===== config.mk =====
export PLATFORM = sky130hd
export DESIGN_NAME = audio_queue_rate_declick
export DESIGN_NICKNAME = d
export VERILOG_FILES = /design/src/design/aqrd_pkg.sv /design/src/design/aqrd_ctrl.sv /design/src/design/aqrd_scale.sv /design/src/design/audio_queue_rate_declick.sv
export VERILOG_INCLUDE_DIRS = /design/src /design/src/design
export SDC_FILE = /design/constraint.sdc
export NUM_CORES = 2
export LEC_CHECK = 0
export BUFFER_PORTS_ARGS = -buffer_cell sky130_fd_sc_hd__buf_2
export CAP_MARGIN = 40
export CORE_MARGIN = 2
export CORE_UTILIZATION = 41
export DETAILED_ROUTE_END_ITERATION = 10
export HOLD_SLACK_MARGIN = 0.02
export PLACE_DENSITY_LB_ADDON = 0.1
export RECOVER_POWER = 25
export SKIP_CTS_REPAIR_TIMING = 1
export SYNTH_ARGS = -nofsm -noshare
export SYNTH_HDL_FRONTEND = slang
export SYNTH_HIERARCHICAL = 1
export SYNTH_SLANG_ARGS = --single-unit
export TNS_END_PERCENT = 50

===== constraint.sdc =====
create_clock -name aclk -period 9.1 [get_ports aclk]
set_clock_uncertainty 0.15 [all_clocks]
set_input_delay 0.91 -clock aclk [delete_from_list [all_inputs] [get_ports aclk]]
set_output_delay 0.91 -clock aclk [all_outputs]
set_load 0.03 [all_outputs]

===== src/design/audio_queue_rate_declick_macros.svh =====
// assertion macros shared by the audio queue controller modules
`ifndef AUDIO_QUEUE_RATE_DECLICK_MACROS_SVH
`define AUDIO_QUEUE_RATE_DECLICK_MACROS_SVH

`ifndef NO_ASSERTIONS
`define AQRD_ASSERT(lbl, prop, msg) \
    lbl: assert property (@(posedge aclk) disable iff (!aresetn) prop) else $error(msg);
`define AQRD_ASSERT_ALWAYS(lbl, prop, msg) \
    lbl: assert property (@(posedge aclk) prop) else $error(msg);
`else
`define AQRD_ASSERT(lbl, prop, msg)
`define AQRD_ASSERT_ALWAYS(lbl, prop, msg)
`endif

`endif


===== src/design/aqrd_pkg.sv =====
// types, constants and codes of the audio queue controller
package aqrd_pkg;

    localparam int SLOT_COUNT    = 16;
    localparam int BUFFER_FRAMES = 800;
    localparam int FADE_LENGTH   = 96;

    localparam int SLOT_W = $clog2(SLOT_COUNT);
    localparam int CMP_W  = (SLOT_W + 1 > 5) ? SLOT_W + 1 : 5;

    localparam int FI_W     = 10;
    localparam int SAMPLE_W = 16;

    localparam int RAMP_LEN  = (BUFFER_FRAMES < FADE_LENGTH) ? BUFFER_FRAMES : FADE_LENGTH;
    localparam int COEF_W    = $clog2(RAMP_LEN + 1);
    localparam int MAG_W     = SAMPLE_W - 1 + COEF_W;
    localparam int PROD_W    = MAG_W + 1;
    localparam int DIV_SHIFT = MAG_W + $clog2(RAMP_LEN);
    localparam int RECIP_W   = MAG_W + 1;
    localparam int WIDE_W    = MAG_W + RECIP_W;
    localparam longint RECIP = ((longint'(1) << DIV_SHIFT) + RAMP_LEN - 1) / RAMP_LEN;
    localparam logic [RECIP_W-1:0] RECIP_V = RECIP_W'(RECIP);

    localparam int CFG_ADDR_W = 3;
    localparam int CFG_DATA_W = 5;

    localparam int S_TDATA_W = 48;
    localparam int S_TUSER_W = 3;
    localparam int M_TDATA_W = 56;

    typedef enum logic [2:0] {
        OP_COMMIT  = 3'd0,
        OP_PERIOD  = 3'd1,
        OP_FRAME   = 3'd2,
        OP_QUERY   = 3'd3,
        OP_RESTART = 3'd4,
        OP_STOP    = 3'd5
    } op_t;

    typedef enum logic [1:0] {
        SRC_NONE = 2'd0,
        SRC_RING = 2'd1,
        SRC_FADE = 2'd2
    } src_t;

    typedef enum logic [1:0] {
        RATE_NOMINAL = 2'd0,
        RATE_SLOW    = 2'd1,
        RATE_FAST    = 2'd2
    } rate_t;

    typedef enum logic [CFG_ADDR_W-1:0] {
        CFG_HIGH_WATER   = 3'd0,
        CFG_HIGH_RELEASE = 3'd1,
        CFG_LOW_RELEASE  = 3'd2,
        CFG_LOW_WATER    = 3'd3,
        CFG_START_LEVEL  = 3'd4,
        CFG_MAX_QUEUED   = 3'd5
    } cfg_idx_t;

    typedef struct packed {
        logic       rejected;
        rate_t      rate_code;
        logic [3:0] write_slot;
        logic [3:0] play_slot;
        src_t       play_source;
        logic       start_playback;
        logic [3:0] occupancy;
        logic       can_write;
        logic       tail_capture;
    } step_res_t;

endpackage


===== src/design/aqrd_ctrl.sv =====
// queue pointers, playback state, rate hysteresis, tail store and ramp coefficient
`include "audio_queue_rate_declick_macros.svh"

module aqrd_ctrl (
    input  logic                                 aclk,
    input  logic                                 aresetn,
    input  logic                                 cfg_we,
    input  logic [aqrd_pkg::CFG_ADDR_W-1:0]      cfg_addr,
    input  logic [aqrd_pkg::CFG_DATA_W-1:0]      cfg_wdata,
    input  logic                                 step_en,
    input  logic [2:0]                           op,
    input  logic                                 turbo,
    input  logic [aqrd_pkg::FI_W-1:0]            frame_index,
    input  logic signed [aqrd_pkg::SAMPLE_W-1:0] left_in,
    input  logic signed [aqrd_pkg::SAMPLE_W-1:0] right_in,
    input  logic                                 tail_wr,
    input  logic signed [aqrd_pkg::SAMPLE_W-1:0] tail_left_in,
    input  logic signed [aqrd_pkg::SAMPLE_W-1:0] tail_right_in,
    output aqrd_pkg::step_res_t                  res,
    output logic signed [aqrd_pkg::SAMPLE_W-1:0] left_opnd,
    output logic signed [aqrd_pkg::SAMPLE_W-1:0] right_opnd,
    output logic [aqrd_pkg::COEF_W-1:0]          coef
);
    import aqrd_pkg::*;

    logic [4:0] high_water_reg, high_release_reg, low_release_reg, low_water_reg;
    logic [3:0] start_level_reg, max_queued_reg;

    logic [SLOT_W-1:0] wpos_reg, wpos_next, rpos_reg, rpos_next;
    logic              playing_reg, playing_next;
    logic              starved_reg, starved_next;
    logic              fade_in_reg, fade_in_next;
    rate_t             rate_reg, rate_next;
    src_t              kind_reg, kind_next;
    logic signed [SAMPLE_W-1:0] tail_left_reg, tail_right_reg;
    logic              tail_clear;

    logic [SLOT_W-1:0] occ, occ_n;
    logic [CMP_W-1:0]  occ_x, occ_nx;
    logic              ramp_zone;

    function automatic logic [SLOT_W-1:0] occ_of(input logic [SLOT_W-1:0] w,
                                                 input logic [SLOT_W-1:0] r);
        logic [SLOT_W:0] diff;
        diff = {1'b0, w} - {1'b0, r};
        if (w < r) begin
            diff = {1'b0, w} + (SLOT_W + 1)'(SLOT_COUNT) - {1'b0, r};
        end
        return diff[SLOT_W-1:0];
    endfunction

    function automatic logic [SLOT_W-1:0] next_slot(input logic [SLOT_W-1:0] p);
        return (p == SLOT_W'(SLOT_COUNT - 1)) ? '0 : p + 1'b1;
    endfunction

    always_comb begin
        occ          = occ_of(wpos_reg, rpos_reg);
        occ_x        = CMP_W'(occ);
        wpos_next    = wpos_reg;
        rpos_next    = rpos_reg;
        playing_next = playing_reg;
        starved_next = starved_reg;
        fade_in_next = fade_in_reg;
        rate_next    = rate_reg;
        kind_next    = kind_reg;
        tail_clear   = 1'b0;
        res          = '0;
        left_opnd    = left_in;
        right_opnd   = right_in;
        coef         = '0;
        ramp_zone    = frame_index < FI_W'(RAMP_LEN);

        unique case (op)
            OP_COMMIT: begin
                if (occ_x >= CMP_W'(max_queued_reg) || occ == SLOT_W'(SLOT_COUNT - 1)) begin
                    res.rejected = 1'b1;
                end else begin
                    wpos_next = next_slot(wpos_reg);
                    if (!playing_reg && (occ_x + 1'b1) >= CMP_W'(start_level_reg)) begin
                        res.start_playback = 1'b1;
                        res.play_source    = SRC_RING;
                        res.play_slot      = 4'(rpos_reg);
                        rpos_next          = next_slot(rpos_reg);
                        playing_next       = 1'b1;
                        kind_next          = SRC_RING;
                        fade_in_next       = 1'b0;
                    end
                end
            end
            OP_PERIOD: begin
                if (playing_reg) begin
                    if (occ == '0) begin
                        starved_next    = 1'b1;
                        kind_next       = SRC_FADE;
                        res.play_source = SRC_FADE;
                    end else begin
                        fade_in_next    = starved_reg;
                        starved_next    = 1'b0;
                        kind_next       = SRC_RING;
                        res.play_source = SRC_RING;
                        res.play_slot   = 4'(rpos_reg);
                        rpos_next       = next_slot(rpos_reg);
                    end
                end
            end
            OP_FRAME: begin
                if (kind_reg == SRC_FADE) begin
                    left_opnd  = tail_left_reg;
                    right_opnd = tail_right_reg;
                    if (ramp_zone) begin
                        coef = COEF_W'(RAMP_LEN) - frame_index[COEF_W-1:0];
                    end
                end else if (kind_reg == SRC_RING) begin
                    if (fade_in_reg && ramp_zone) begin
                        coef = frame_index[COEF_W-1:0];
                    end else begin
                        coef = COEF_W'(RAMP_LEN);
                    end
                    res.tail_capture = 32'(frame_index) == 32'(BUFFER_FRAMES - 1);
                end
            end
            OP_QUERY: begin
                if (turbo) begin
                    rate_next = RATE_NOMINAL;
                end else begin
                    if (rate_reg == RATE_SLOW && occ_x <= CMP_W'(high_release_reg)) begin
                        rate_next = RATE_NOMINAL;
                    end else if (rate_reg == RATE_FAST
                                 && occ_x >= CMP_W'(low_release_reg)) begin
                        rate_next = RATE_NOMINAL;
                    end
                    if (occ_x > CMP_W'(high_water_reg)) begin
                        rate_next = RATE_SLOW;
                    end else if (occ_x < CMP_W'(low_water_reg)) begin
                        rate_next = RATE_FAST;
                    end
                end
            end
            OP_RESTART: begin
                wpos_next    = '0;
                rpos_next    = '0;
                playing_next = 1'b0;
                starved_next = 1'b0;
                fade_in_next = 1'b0;
                rate_next    = RATE_NOMINAL;
                kind_next    = SRC_NONE;
                tail_clear   = 1'b1;
            end
            OP_STOP: begin
                playing_next = 1'b0;
                kind_next    = SRC_NONE;
            end
            default: begin
            end
        endcase

        occ_n          = occ_of(wpos_next, rpos_next);
        occ_nx         = CMP_W'(occ_n);
        res.occupancy  = 4'(occ_n);
        res.can_write  = occ_nx < CMP_W'(max_queued_reg) && occ_n != SLOT_W'(SLOT_COUNT - 1);
        res.write_slot = 4'(wpos_next);
        res.rate_code  = rate_next;
    end

    always_ff @(posedge aclk) begin
        if (!aresetn) begin
            high_water_reg   <= 5'd8;
            high_release_reg <= 5'd6;
            low_release_reg  <= 5'd6;
            low_water_reg    <= 5'd4;
            start_level_reg  <= 4'd4;
            max_queued_reg   <= 4'd12;
            wpos_reg         <= '0;
            rpos_reg         <= '0;
            playing_reg      <= 1'b0;
            starved_reg      <= 1'b0;
            fade_in_reg      <= 1'b0;
            rate_reg         <= RATE_NOMINAL;
            kind_reg         <= SRC_NONE;
            tail_left_reg    <= '0;
            tail_right_reg   <= '0;
        end else begin
            if (cfg_we) begin
                unique case (cfg_addr)
                    CFG_HIGH_WATER:   high_water_reg   <= cfg_wdata;
                    CFG_HIGH_RELEASE: high_release_reg <= cfg_wdata;
                    CFG_LOW_RELEASE:  low_release_reg  <= cfg_wdata;
                    CFG_LOW_WATER:    low_water_reg    <= cfg_wdata;
                    CFG_START_LEVEL:  start_level_reg  <= cfg_wdata[3:0];
                    CFG_MAX_QUEUED:   max_queued_reg   <= cfg_wdata[3:0];
                    default: begin
                    end
                endcase
            end
            if (step_en) begin
                wpos_reg    <= wpos_next;
                rpos_reg    <= rpos_next;
                playing_reg <= playing_next;
                starved_reg <= starved_next;
                fade_in_reg <= fade_in_next;
                rate_reg    <= rate_next;
                kind_reg    <= kind_next;
            end
            // a restart is younger than any frame still finishing, so it wins
            if (step_en && tail_clear) begin
                tail_left_reg  <= '0;
                tail_right_reg <= '0;
            end else if (tail_wr) begin
                tail_left_reg  <= tail_left_in;
                tail_right_reg <= tail_right_in;
            end
        end
    end

    `AQRD_ASSERT(a_stopped_no_kind, !playing_reg |-> kind_reg == SRC_NONE,
        "period kind set while playback is stopped")
    `AQRD_ASSERT(a_restart_clears, step_en && tail_clear |=> wpos_reg == '0 && rpos_reg == '0,
        "restart left ring pointers set")

endmodule


===== src/design/aqrd_scale.sv =====
// one sample lane: product register, then exact divide by the ramp length
module aqrd_scale (
    input  logic                                 aclk,
    input  logic                                 load,
    input  logic signed [aqrd_pkg::SAMPLE_W-1:0] sample,
    input  logic [aqrd_pkg::COEF_W-1:0]          coef,
    output logic signed [aqrd_pkg::SAMPLE_W-1:0] result
);
    import aqrd_pkg::*;

    logic signed [PROD_W-1:0] prod_reg, prod_next;
    logic                     neg;
    logic [PROD_W-1:0]        mag_full;
    logic [MAG_W-1:0]         mag;
    logic [WIDE_W-1:0]        wide;
    logic [SAMPLE_W-1:0]      quot;

    assign prod_next = PROD_W'(sample) * $signed(PROD_W'({1'b0, coef}));

    always_ff @(posedge aclk) begin
        if (load) begin
            prod_reg <= prod_next;
        end
    end

    // reciprocal multiply, exact for every magnitude the product can reach
    always_comb begin
        neg      = prod_reg[PROD_W-1];
        mag_full = neg ? -prod_reg : prod_reg;
        mag      = mag_full[MAG_W-1:0];
        wide     = WIDE_W'(mag) * WIDE_W'(RECIP_V);
        quot     = wide[DIV_SHIFT +: SAMPLE_W];
        result   = $signed(neg ? -quot : quot);
    end

endmodule


===== src/design/audio_queue_rate_declick.sv =====
// each item passes the input, product and result registers in that order before its
// result is offered on m_tdata
// throughput: one item per cycle; a stalled result drops s_tready once the input and
// product stages behind it are full
// the ramp divide is a reciprocal multiply in the stage after the product register
// reset: aresetn synchronous active low; clears pipeline valids, ring state and tail
`include "audio_queue_rate_declick_macros.svh"

module audio_queue_rate_declick (
    input  logic                                aclk,
    input  logic                                aresetn,
    input  logic                                cfg_we,
    input  logic [aqrd_pkg::CFG_ADDR_W-1:0]     cfg_addr,
    input  logic [aqrd_pkg::CFG_DATA_W-1:0]     cfg_wdata,
    input  logic                                s_tvalid,
    output logic                                s_tready,
    // turbo, frame_index, left_in, right_in, zero pad
    input  logic [aqrd_pkg::S_TDATA_W-1:0]      s_tdata,
    // op
    input  logic [aqrd_pkg::S_TUSER_W-1:0]      s_tuser,
    output logic                                m_tvalid,
    input  logic                                m_tready,
    // can_write, occupancy, start_playback, play_source, play_slot, write_slot,
    // left_out, right_out, rate_code, rejected, zero pad
    output logic [aqrd_pkg::M_TDATA_W-1:0]      m_tdata
);
    import aqrd_pkg::*;

    logic                       a_valid_reg, b_valid_reg, o_valid_reg;
    logic [S_TDATA_W-1:0]       a_data_reg;
    logic [S_TUSER_W-1:0]       a_op_reg;
    step_res_t                  b_res_reg, a_res;
    logic [M_TDATA_W-1:0]       o_data_reg, o_data_next;
    logic                       en_o, en_b, en_a, step_en, tail_wr;
    logic signed [SAMPLE_W-1:0] left_opnd, right_opnd, left_q, right_q;
    logic [COEF_W-1:0]          coef;

    assign en_o     = !o_valid_reg || m_tready;
    assign en_b     = !b_valid_reg || en_o;
    assign en_a     = !a_valid_reg || en_b;
    assign s_tready = en_a;
    assign step_en  = a_valid_reg && en_b;
    assign tail_wr  = b_valid_reg && en_o && b_res_reg.tail_capture;
    assign m_tvalid = o_valid_reg;
    assign m_tdata  = o_data_reg;

    aqrd_ctrl u_ctrl (
        .aclk          (aclk),
        .aresetn       (aresetn),
        .cfg_we        (cfg_we),
        .cfg_addr      (cfg_addr),
        .cfg_wdata     (cfg_wdata),
        .step_en       (step_en),
        .op            (a_op_reg),
        .turbo         (a_data_reg[0]),
        .frame_index   (a_data_reg[10:1]),
        .left_in       ($signed(a_data_reg[26:11])),
        .right_in      ($signed(a_data_reg[42:27])),
        .tail_wr       (tail_wr),
        .tail_left_in  (left_q),
        .tail_right_in (right_q),
        .res           (a_res),
        .left_opnd     (left_opnd),
        .right_opnd    (right_opnd),
        .coef          (coef)
    );

    aqrd_scale u_scale_left (
        .aclk   (aclk),
        .load   (en_b),
        .sample (left_opnd),
        .coef   (coef),
        .result (left_q)
    );

    aqrd_scale u_scale_right (
        .aclk   (aclk),
        .load   (en_b),
        .sample (right_opnd),
        .coef   (coef),
        .result (right_q)
    );

    assign o_data_next = {5'b0, b_res_reg.rejected, b_res_reg.rate_code, right_q, left_q,
                          b_res_reg.write_slot, b_res_reg.play_slot, b_res_reg.play_source,
                          b_res_reg.start_playback, b_res_reg.occupancy,
                          b_res_reg.can_write};

    always_ff @(posedge aclk) begin
        if (!aresetn) begin
            a_valid_reg <= 1'b0;
            b_valid_reg <= 1'b0;
            o_valid_reg <= 1'b0;
        end else begin
            if (en_a) begin
                a_valid_reg <= s_tvalid;
            end
            if (en_b) begin
                b_valid_reg <= a_valid_reg;
            end
            if (en_o) begin
                o_valid_reg <= b_valid_reg;
            end
        end
    end

    always_ff @(posedge aclk) begin
        if (en_a) begin
            a_data_reg <= s_tdata;
            a_op_reg   <= s_tuser;
        end
        if (en_b) begin
            b_res_reg <= a_res;
        end
        if (en_o) begin
            o_data_reg <= o_data_next;
        end
    end

    `AQRD_ASSERT(a_result_kept, o_valid_reg && !m_tready |=> o_valid_reg,
        "pending result dropped while stalled")
    `AQRD_ASSERT_ALWAYS(a_ready_when_empty, !o_valid_reg |-> s_tready,
        "input blocked while result register is empty")
    `AQRD_ASSERT(a_reject_no_dispatch,
        m_tvalid && m_tdata[50] |-> m_tdata[7:6] == SRC_NONE,
        "refused commit dispatched a buffer")
    `AQRD_ASSERT(a_start_is_ring,
        m_tvalid && m_tdata[5] |-> m_tdata[7:6] == SRC_RING,
        "playback start without ring dispatch")

endmodule


==> reports/metrics.cfg <==
[finish]
fin_nets=5149
multiInputGateArea_um2=28130
final-seq-area_um2=6456
finalCoreUtilization=0.4826
largest_register_ffs=51
post_route_cells_drive_above_1_share=0.1675
finalInstanceArea_um2=42580
flow.area_growth_from_synthesis_pct=16.97
fillers=8362
final_cells=5249

[setup_path]
crit_top_cell=fa_1
timing.critical_path.fanout_max=7
launching_element_type_of_the_critical_path=flip-flop
critical_path_buf_inv_count=5
critPathLaunch=u_scale_right/prod_reg[6]
capturing_point_of_the_worst_reg2reg_path=u_ctrl/tail_right_reg[15]
path_depth=31
critPathRequiredTime_ns=9.42
nature_of_the_critical_path_endpoint=flip-flop
path_class=reg2reg
crit_slowest_cell=fa_1
cp_slowest_stage_delay_ns=0.54
rr_worst_depth=31
r2r_start=u_scale_right/prod_reg[6]
cp-endpoint=u_ctrl/tail_right_reg[15]
crit_family=adder cells
regToRegSetupSlack_ns=0.21
arrival_ns=9.21

[timing]
timing.final.max_slew_violations=0
hold_viol=0
min_period_over_period=0.9771
grt_setup_unrepaired=true
worst_pin_slew_ns=1.140
max_clock_freq_ghz=0.1125
setup_violations=0
max_slew_margin=0.2399
finalSetupTns_ns=0
fin_crit_ns=8.892

[routing]
detailroute.via_count=26100
drt_pre_antenna_iters=5
postRouteAntennaNets=0
drt-initial-drc-count=1365
avgViaCountPerCell=4.972
drt_drc_violations_left=0
routed_wirelength_um=97320
wire_per_inst_um=18.54

[place]
port_buffers=111
numPlacedInstances=5160
dp.final_hpwl_um=81610
postPlaceCellArea_um2=39950
gp_congestion=0.9208

[synth]
synthMostInstantiatedCell=inv_1
synth-seq-area-share=0.1774
synth-warning-count=6
synthesis.instances=3717
synthDominantAreaCellType=fa_1
synth-edff-count=163
netlist_area_um2=36400
top_cell_types_by_occurrence_after_synthesis=804 x inv_1, 538 x ha_1, 484 x fa_1
avgSynthCellArea_um2=9.794
synth_area_leaders=fa_1 27%, ha_1 18%, edfxtp_1 13%
postSynth.topFlopCell=edfxtp_1
postSynthRegisterBits=241
yosysUniqueCellTypes=96
synth-async-reset-ratio=0
netlist.area_leader.share=0.2662

[die]
floorplan.rows=109
die_width_um=302.0
pin_count=122
start_util=0.4126
dieArea_um2=91190
fp.coreArea_um2=88240
chipHeight_um=302.0

[grt]
antenna_found_initial=6
grt_total_ovfl=0
grt_start_max_net_pins=47
gr-usage-all-layers=0.2156
wire_length_of_the_first_global_routing_pass_um=152700
grt_pass1_vias=27160

[power]
power-per-cell-area_nw_per_um2=63.91
vdd_ir_drop_max_uv=147.1
total_leakage_power_nw=22.36

[outcome]
outcome=finished, final reports clean

[cts]
worst_skew_late_latency_ns=0.60
clkSinkCount=241
clock_tree_from_tritoncts=done
number_of_levels_the_h_tree_was_split_into=1
cts_buffer_depth=3
cts.root.buffer_cell=clkbuf_16
clkTransAtPathRegs_ns=0.06
numCtsBuffers=26

[worst_hold_path]
timing.hold.worst.class=reg2reg

[flow_run]
cap_viol_max_count=0

==> cell type report <==
cell class,instances,area share
multi-input cells,2609,0.6606
flip-flops and latches,241,0.1516
inverters,806,0.07108
repair buffers,379,0.06221
well taps,1165,0.03423
clock buffers,38,0.01754
clock inverters,10,0.002645
diodes,1,0.00005877
==> stage by stage <==
stage / total power [mW] / setup WS (ns) / hold WS (ns)
floorplan: 1.486 / 0.1506 / 0.2503
global placement: 1.632 / -0.06635 / 0.2534
detailed placement: 1.635 / -0.1674 / 0.2559
CTS: 2.739 / -0.2122 / 0.2739
global route: 2.847 / -0.1433 / 0.2779
finish: 2.721 / 0.2083 / 0.2708
==> power breakdown <==
part | switching [mW] | internal, mW | total [mW] | leakage [nW]
registers | 0.0235 | 1.20 | 1.23 | 2.53
clock network | 0.474 | 0.606 | 1.08 | 0.421
logic | 0.256 | 0.159 | 0.415 | 19.4
==> layout by cell type, fill, tap and decap left out, drive strengths merged, types with 18 or more instances in the layout <==
cell type,n
inv,810
ha,538
fa,484
buf,369
nand2,201
and2,189
xnor2,173
edfxtp,163
nor2,157
a21oi,136
o21ai,101
dfxtp,78
a21o,56
xor2,56
mux2i,54
nand3,50
clkbuf,48
nor3,34
mux2,33
and3,22
o211ai,21
nand2b,20
or3,19
nand4,18
==> worst min-delay path by stage <==
stage                  startpoint          end  slack, ns  cells after the start
finish               b_res_reg[8]   m_tdata[7]       0.27                      0
detailed placement  b_res_reg[19]  m_tdata[50]       0.26                      0
global placement    b_res_reg[16]  m_tdata[15]       0.25                      0
CTS                  b_res_reg[8]   m_tdata[7]       0.27                      0
global route         b_res_reg[8]   m_tdata[7]       0.28                      0
floorplan            b_res_reg[1]   m_tdata[0]       0.25                      0
==> kinds of logic (layout without fill, tap and decap cells) <==
group	Yosys count	after routing	synth area share
flops	241	241	0.1774
xor+xnor	229	229	0.05530
compound gates	487	487	0.09033
buf+inv	871	1233	0.09112
simple gates	779	779	0.1090
other cells	1	6	0.0001030
mux	87	87	0.02574
fa+ha+maj	1022	1022	0.4511
==> layer usage <==
metal	vias up	wire (um)	track usage
li1	12800	-	-
met2	407	43810	0.3429
met4	8	1659	0.04090
met5	-	52	0
met1	12800	48220	0.3200
met3	90	3577	0.02183
No activity file was read; power rests on OpenSTA's default activity.
